File: src/hdl/ukst_pkg.sv
// Package for the unique-key stack: operation and status codes, field widths
// and the control group handed to every stack cell.
// No dependencies.
package ukst_pkg;

  localparam int FUNC_W  = 2;
  localparam int FIELD_W = 32;
  localparam int STAT_W  = 2;
  localparam int DEPTH_W = 5;

  localparam logic [FUNC_W-1:0] FUNC_PUSH  = 2'd0;
  localparam logic [FUNC_W-1:0] FUNC_POP   = 2'd1;
  localparam logic [FUNC_W-1:0] FUNC_PEEK  = 2'd2;
  localparam logic [FUNC_W-1:0] FUNC_QUERY = 2'd3;

  localparam logic [STAT_W-1:0] STAT_OK        = 2'd0;
  localparam logic [STAT_W-1:0] STAT_DUPLICATE = 2'd1;
  localparam logic [STAT_W-1:0] STAT_UNDERFLOW = 2'd2;
  localparam logic [STAT_W-1:0] STAT_OVERFLOW  = 2'd3;

  // Per-cycle control broadcast along the cell chain
  typedef struct packed {
    logic push;   // take the entry of the cell above
    logic pop;    // take the entry of the cell below
    logic cmp;    // register the key match against the incoming request
  } cell_ctrl_t;

endpackage

File: src/hdl/unique_key_stack.sv
// Top level of the unique-key stack: request and result channels, the cell
// chain and the result register. Depends on ukst_pkg and ukst_cell.
//
// A last-in first-out stack of key/data pairs that refuses to push a key it
// already holds. Every request (push, pop, peek, query) yields exactly one
// result carrying a status, the removed or top entry (zero otherwise), the
// depth after the operation and an empty flag. Entries live in a chain of
// STACK_DEPTH cells with the top of stack in cell 0; a push shifts every
// entry one cell down, a pop shifts every entry one cell up. In the cycle a
// request is accepted every cell compares its key with the request key and
// registers a match flag; in the execute state that follows the match
// flags are ORed, the operation is decided and the chain shifts. No new
// request is taken while the block is in the execute state, which waits
// while the result register still holds an untaken result. A new request
// is taken while a finished result waits downstream. Keys are compared in
// their low WORD_BITS bits. No clearing pass is needed after reset.
module unique_key_stack import ukst_pkg::*; #(
  parameter int STACK_DEPTH = 16,
  parameter int WORD_BITS   = 32
) (
  input  logic                       clk,
  input  logic                       rst,
  // request channel
  input  logic                       in_valid,
  output logic                       in_stall,
  input  logic [FUNC_W-1:0]          func,
  input  logic signed [FIELD_W-1:0]  key,
  input  logic signed [FIELD_W-1:0]  value,
  // result channel
  output logic                       out_valid,
  input  logic                       out_stall,
  output logic [STAT_W-1:0]          status,
  output logic signed [FIELD_W-1:0]  out_key,
  output logic signed [FIELD_W-1:0]  out_value,
  output logic [DEPTH_W-1:0]         depth,
  output logic                       empty_res
);

  localparam int CNT_W = $clog2(STACK_DEPTH + 1);

  localparam logic ST_IDLE = 1'b0;
  localparam logic ST_EXEC = 1'b1;

  logic                 state;
  logic                 state_next;
  logic [CNT_W-1:0]     count;
  logic [CNT_W-1:0]     count_next;

  // held request
  logic [FUNC_W-1:0]    req_func;
  logic [WORD_BITS-1:0] req_key;
  logic [WORD_BITS-1:0] req_value;

  logic                 in_accept;
  logic                 out_free;
  logic                 exec_go;
  logic                 hit_any;
  logic                 full;
  logic                 is_empty;
  logic [WORD_BITS-1:0] key_word;
  logic [WORD_BITS-1:0] value_word;

  cell_ctrl_t           ctrl;

  logic [WORD_BITS-1:0] cell_key   [STACK_DEPTH];
  logic [WORD_BITS-1:0] cell_value [STACK_DEPTH];
  logic [STACK_DEPTH-1:0] cell_occ;
  logic [STACK_DEPTH-1:0] cell_hit;

  // result register next values
  logic [STAT_W-1:0]    status_next;
  logic [FIELD_W-1:0]   out_key_next;
  logic [FIELD_W-1:0]   out_value_next;

  assign in_stall  = (state == ST_EXEC);
  assign in_accept = in_valid && !in_stall;
  assign out_free  = !out_valid || !out_stall;
  assign exec_go   = (state == ST_EXEC) && out_free;

  // Keep words in their low WORD_BITS bits, zero above the field
  assign key_word   = WORD_BITS'($unsigned(key));
  assign value_word = WORD_BITS'($unsigned(value));

  assign hit_any  = |cell_hit;
  assign full     = (count == CNT_W'(STACK_DEPTH));
  assign is_empty = (count == '0);

  // Decide the operation in the execute cycle
  always_comb begin
    ctrl           = '0;
    ctrl.cmp       = in_accept;
    count_next     = count;
    status_next    = STAT_OK;
    out_key_next   = '0;
    out_value_next = '0;
    case (req_func)
      FUNC_PUSH: begin
        if (hit_any) begin
          status_next = STAT_DUPLICATE;
        end else if (full) begin
          status_next = STAT_OVERFLOW;
        end else begin
          ctrl.push  = exec_go;
          count_next = count + CNT_W'(1);
        end
      end
      FUNC_POP: begin
        if (is_empty) begin
          status_next = STAT_UNDERFLOW;
        end else begin
          ctrl.pop       = exec_go;
          count_next     = count - CNT_W'(1);
          out_key_next   = FIELD_W'(cell_key[0]);
          out_value_next = FIELD_W'(cell_value[0]);
        end
      end
      FUNC_PEEK: begin
        if (is_empty) begin
          status_next = STAT_UNDERFLOW;
        end else begin
          out_key_next   = FIELD_W'(cell_key[0]);
          out_value_next = FIELD_W'(cell_value[0]);
        end
      end
      default: begin
        // query: report depth only
      end
    endcase
  end

  always_comb begin
    state_next = state;
    case (state)
      ST_IDLE: begin
        if (in_accept) begin
          state_next = ST_EXEC;
        end
      end
      ST_EXEC: begin
        if (out_free) begin
          state_next = ST_IDLE;
        end
      end
      default: begin
        state_next = ST_IDLE;
      end
    endcase
  end

  always_ff @(posedge clk) begin
    if (rst) begin
      state     <= ST_IDLE;
      count     <= '0;
      out_valid <= 1'b0;
    end else begin
      state <= state_next;
      if (exec_go) begin
        count     <= count_next;
        out_valid <= 1'b1;
      end else if (!out_stall) begin
        out_valid <= 1'b0;
      end
    end
  end

  // Capture the request; payload registers need no reset
  always_ff @(posedge clk) begin
    if (in_accept) begin
      req_func  <= func;
      req_key   <= key_word;
      req_value <= value_word;
    end
  end

  // Load the result register when the execute cycle completes
  always_ff @(posedge clk) begin
    if (exec_go) begin
      status    <= status_next;
      out_key   <= out_key_next;
      out_value <= out_value_next;
      depth     <= DEPTH_W'(count_next);
      empty_res <= (count_next == '0);
    end
  end

  // Cell chain: cell 0 is the top of stack
  for (genvar i = 0; i < STACK_DEPTH; i++) begin : g_cell
    logic [WORD_BITS-1:0] up_key;
    logic [WORD_BITS-1:0] up_value;
    logic                 up_occ;
    logic [WORD_BITS-1:0] lo_key;
    logic [WORD_BITS-1:0] lo_value;
    logic                 lo_occ;

    if (i == 0) begin : g_top
      assign up_key   = req_key;
      assign up_value = req_value;
      assign up_occ   = 1'b1;
    end else begin : g_mid_up
      assign up_key   = cell_key[i-1];
      assign up_value = cell_value[i-1];
      assign up_occ   = cell_occ[i-1];
    end

    if (i == STACK_DEPTH - 1) begin : g_bottom
      assign lo_key   = '0;
      assign lo_value = '0;
      assign lo_occ   = 1'b0;
    end else begin : g_mid_lo
      assign lo_key   = cell_key[i+1];
      assign lo_value = cell_value[i+1];
      assign lo_occ   = cell_occ[i+1];
    end

    ukst_cell #(
      .WORD_BITS(WORD_BITS)
    ) u_cell (
      .clk         (clk),
      .rst         (rst),
      .ctrl        (ctrl),
      .cmp_key     (key_word),
      .upper_key   (up_key),
      .upper_value (up_value),
      .upper_occ   (up_occ),
      .lower_key   (lo_key),
      .lower_value (lo_value),
      .lower_occ   (lo_occ),
      .key         (cell_key[i]),
      .value       (cell_value[i]),
      .occ         (cell_occ[i]),
      .hit         (cell_hit[i])
    );
  end

  // Occupied cells always match the fill count
  a_occ_count: assert property (@(posedge clk) disable iff (rst)
    $countones(cell_occ) == count)
    else $error("cell occupancy disagrees with fill count");

  // Occupied cells form an unbroken run from the top
  a_occ_packed: assert property (@(posedge clk) disable iff (rst)
    ((cell_occ + STACK_DEPTH'(1)) & cell_occ) == '0)
    else $error("gap in occupied cells");

  // Fill count never passes the capacity
  a_count_max: assert property (@(posedge clk) disable iff (rst)
    count <= CNT_W'(STACK_DEPTH))
    else $error("fill count beyond capacity");

  // A successful push grows the stack by one entry
  a_push_grow: assert property (@(posedge clk) disable iff (rst)
    (exec_go && (req_func == FUNC_PUSH) && !hit_any && !full)
      |=> (count == $past(count) + CNT_W'(1)))
    else $error("push did not advance fill count");

  // A match flag never stands on an empty cell after a compare
  a_hit_occ: assert property (@(posedge clk) disable iff (rst)
    in_accept |=> ((cell_hit & ~cell_occ) == '0))
    else $error("match flag on an empty cell");

endmodule

File: src/hdl/ukst_cell.sv
// One stack cell: holds a key, a data word, an occupied flag and a match flag.
// Depends on ukst_pkg for the control group type.
module ukst_cell import ukst_pkg::*; #(
  parameter int WORD_BITS = 32
) (
  input  logic                 clk,
  input  logic                 rst,
  input  cell_ctrl_t           ctrl,
  input  logic [WORD_BITS-1:0] cmp_key,
  input  logic [WORD_BITS-1:0] upper_key,
  input  logic [WORD_BITS-1:0] upper_value,
  input  logic                 upper_occ,
  input  logic [WORD_BITS-1:0] lower_key,
  input  logic [WORD_BITS-1:0] lower_value,
  input  logic                 lower_occ,
  output logic [WORD_BITS-1:0] key,
  output logic [WORD_BITS-1:0] value,
  output logic                 occ,
  output logic                 hit
);

  // Payload: shift down on push, up on pop, otherwise hold
  always_ff @(posedge clk) begin
    if (ctrl.push) begin
      key   <= upper_key;
      value <= upper_value;
    end else if (ctrl.pop) begin
      key   <= lower_key;
      value <= lower_value;
    end
  end

  always_ff @(posedge clk) begin
    if (rst) begin
      occ <= 1'b0;
      hit <= 1'b0;
    end else begin
      if (ctrl.push) begin
        occ <= upper_occ;
      end else if (ctrl.pop) begin
        occ <= lower_occ;
      end
      if (ctrl.cmp) begin
        hit <= occ && (key == cmp_key);
      end
    end
  end

endmodule

File: config.mk
export PLATFORM = sky130hd
export DESIGN_NAME = unique_key_stack
export DESIGN_NICKNAME = d
export VERILOG_FILES = /design/src/hdl/ukst_pkg.sv /design/src/hdl/unique_key_stack.sv /design/src/hdl/ukst_cell.sv
export SDC_FILE = /design/constraint.sdc
export NUM_CORES = 2
export LEC_CHECK = 0
export ABC_AREA = 1
export BUFFER_PORTS_ARGS = -buffer_cell sky130_fd_sc_hd__buf_4
export CORE_ASPECT_RATIO = 0.5
export CORE_MARGIN = 1.5
export CORE_UTILIZATION = 57
export CTS_CLUSTER_DIAMETER = 60
export DETAILED_ROUTE_END_ITERATION = 10
export HOLD_SLACK_MARGIN = 0.12
export PLACE_DENSITY = 0.77
export RECOVER_POWER = 25
export SYNTH_ARGS = -nofsm -noshare
export SYNTH_HDL_FRONTEND = slang
export SYNTH_SLANG_ARGS = --single-unit
File: constraint.sdc
create_clock -name clk -period 21.4 [get_ports clk]
set_input_delay 6.42 -clock clk [delete_from_list [all_inputs] [get_ports clk]]
set_output_delay 6.42 -clock clk [all_outputs]
set_load 0.005 [all_outputs]
==> results.yml <==
outcome:
  violations: "capacitance limit, slew limit"
  status: "finished with violations"
synth:
  ys_seq_area_share_pct: 63.07
  yosys_most_used_dff: "edfxtp_1"
  syn_area_per_cell_um2: 9.458
  syn_inst: 5981
  synth_cell_types: 26
  yosysWarnings: 0
  synth_edf_count: 1162
  syn_nets: 6056
  syn_area_mm2: 0.05657
  ys_seq_elements: 1201
  async_flop_share_pct: 0
final_layout:
  fin_nets: 6026
  design_area_mm2: 0.06106
  fin_util_pct: 62.31
  drive_above_1_share_pct: 4.455
  syn2layout_area_growth_pct: 7.950
  fin_cells: 7367
place:
  dp_hpwl_um: 89880
  portBuffers: 143
  placed_cells: 7173
  placedInstanceArea_mm2: 0.05798
  gp_congestion: 0.9215
die:
  die_w_um: 448.5
  core_mm2: 0.09800
  die-area_mm2: 0.1013
  core.rowCount: 81
  num_io_pins: 144
  start_util_pct: 57.72
  die_h_um: 225.8
route:
  route.detailed.drc: 0
  dr.pass1.iters: 9
  first_iter_violations: 6039
  wire_per_inst_um: 18.44
  drtAntennaViolNets: 0
  viasPerCell: 5.571
  routed_wirelength_um: 135900
  vias: 41040
clock_tree:
  cts_tree: "yes"
  post_cts_buffers: 0
  clock_path_buffers: 3
  root_buffer: "clkbuf_16"
  numClockSinks: 1201
  insertion_delay_ns: 0.73
  clkTransAtPathRegs_ns: 0.07
  hold_buffers: 0
  htree_levels: 3
  cts-resized-gates: 0
  cts_made_buffers: 104
critical_path:
  critPathLaunch: "out_stall"
  r2r-start: "in_stall"
  cp.arrival_ns: 16.55
  reg2reg_slack_ns: 10.60
  crit_fanout: 243
  cp-start-kind: "input port"
  required_ns: 21.81
  endpoint_kind: "flip-flop"
  crit_type: "input port to flip-flop"
  worstRegToRegCells: 9
global_route:
  grt_max_degree: 246
  track_usage_pct: 26.54
  grt_overflow: 0
  antenna_found_initial: 14
  grt_first_pass_wirelength_um: 210700
  grt_pass1_vias: 37210
timing:
  worst_pin_slew_ns: 4.773
  fin_worst_skew_ns: 0.03124
  finalSetupViolCount: 0
  min_period_ns: 16.14
  hold_viol_final: 0
  post-route-period-util_pct: 75.41
  relSlewSlack_pct: -218.2
  rsz0062_at_grt: "no"
  tns_ns: 0
  max_freq_ghz: 0.06197
  final_max_slew_viol_count: 515
power_and_ir_drop:
  power_leakage_nw: 24.87
  power_density_mw_per_mm2: 81.62
  ir_drop_uv: 67.54
min_path:
  hold_depth: 2
  hp-start: "g_cell[2].u_cell.hit"
  hold_path.class: "flip-flop to flip-flop"
flow_run:
  max_cap_viol_count: 10
-- Yosys cell counts, types with 3 or more instances --
| cell type | number | area [um2] |
|---|---|---|
| xor2_1 | 87 | 762.0 |
| clkbuf_1 | 72 | 270.3 |
| clkinv_1 | 6 | 22.52 |
| dfxtp_1 | 39 | 780.8 |
| edfxtp_1 | 1162 | 34890 |
| inv_1 | 370 | 1389 |
| ha_1 | 5 | 62.56 |
| nand3_1 | 127 | 635.6 |
| o22ai_1 | 7 | 43.79 |
| nand2_1 | 2788 | 10470 |
| nand4_1 | 50 | 312.8 |
| a21oi_1 | 48 | 240.2 |
| buf_1 | 10 | 37.54 |
| buf_2 | 160 | 800.8 |
| nand2_2 | 3 | 18.77 |
| buf_4 | 51 | 382.9 |
| nor3_1 | 5 | 25.02 |
| buf_6 | 14 | 157.7 |
| xnor2_1 | 213 | 1866 |
| o21ai_0 | 403 | 2017 |
| nor2_1 | 353 | 1325 |
-- critical path: stages --
cell      delay [ns]
clkbuf_1        0.09
a21oi_1         0.15
clkbuf_1        3.36
nand3_1         2.20
inv_8           1.20
buf_4           0.81
buf_12          0.60
buf_4           0.86
o21ai_0         0.20
-- sequential cells by signal (all words and copies together) (netlist names), 2 cells and up --
| signal | count |
|---|---|
| out_key | 32 |
| g_cell.u_cell.key | 512 |
| req_func | 2 |
| g_cell.u_cell.occ | 16 |
| g_cell.up_key | 32 |
| count | 5 |
| out_value | 32 |
| g_cell.up_value | 32 |
| g_cell.u_cell.value | 512 |
| depth | 5 |
| status | 2 |
| g_cell.u_cell.hit | 16 |
-- logic make-up (layout without fill, tap and decap cells) --
logic type	Yosys count	count (layout)	share of synthesized area, %
buffers and inverters	685	742	5.424
XOR/XNOR	300	300	4.645
adder cells (fa/ha/maj)	5	5	0.1106
flip-flops	1201	1201	63.07
AO/OA/AOI/OAI	459	459	4.083
other	0	1	0
AND/OR/NAND/NOR	3331	3331	22.67
-- worst paths after layout --
path                                endpoint
hold / removal          g_cell[2].u_cell.hit
setup reg to reg  g_cell[13].u_cell.value[4]
hold reg to reg         g_cell[2].u_cell.hit
setup / recovery  g_cell[13].u_cell.value[4]
-- routing by layer --
metal / wire, um / share of wire (%) / GRT usage, %
met1: 58810 / 43 / 40.55
met5: 136 / 0.10 / 0
met2: 56270 / 41 / 36.06
met4: 2468 / 1.8 / 5.892
met3: 18190 / 13 / 9.242
-- area by class of cell --
type                    instances  area, um2
fillers                      7762      36940
flip-flops and latches       1201      35670
multi-input cells            4095      17850
clock buffers                 140       2882
well taps                    1328       1662
inverters                     378       1426
repair buffers                171       1124
clock inverters                53      437.9
diodes                          1      2.502
-- cells in the final DEF (no fill, tap or decap), drive strengths merged --
cell type and n:
a21oi 49, buf 21, bufinv 6, clkbuf 290, clkinv 48, dfxtp 39, diode 1, edfxtp 1162
ha 5, inv 377, nand2 2791, nand3 127, nand4 50, nor2 356, nor3 5, o21ai 403
o22ai 7, or2 2, xnor2 213, xor2 87
-- power by group --
group	internal (mW)	total (mW)	switching (mW)	leakage (nW)
Sequential	2.68	2.73	0.0459	11.0
Clock	1.02	1.89	0.868	1.63
Combinational	0.109	0.367	0.257	12.3
-- through the flow --
step / hold slack, ns / power, mW / setup slack (ns)
floorplan: 0.4453 / 3.038 / 4.652
global placement: 0.4522 / 3.124 / 8.435
detailed placement: 0.4576 / 3.140 / 8.289
CTS: 0.4686 / 4.996 / 9.048
global route: 0.4930 / 5.132 / 4.637
finish: 0.4682 / 4.984 / 5.263
No activity file was read; power rests on OpenSTA's default activity.
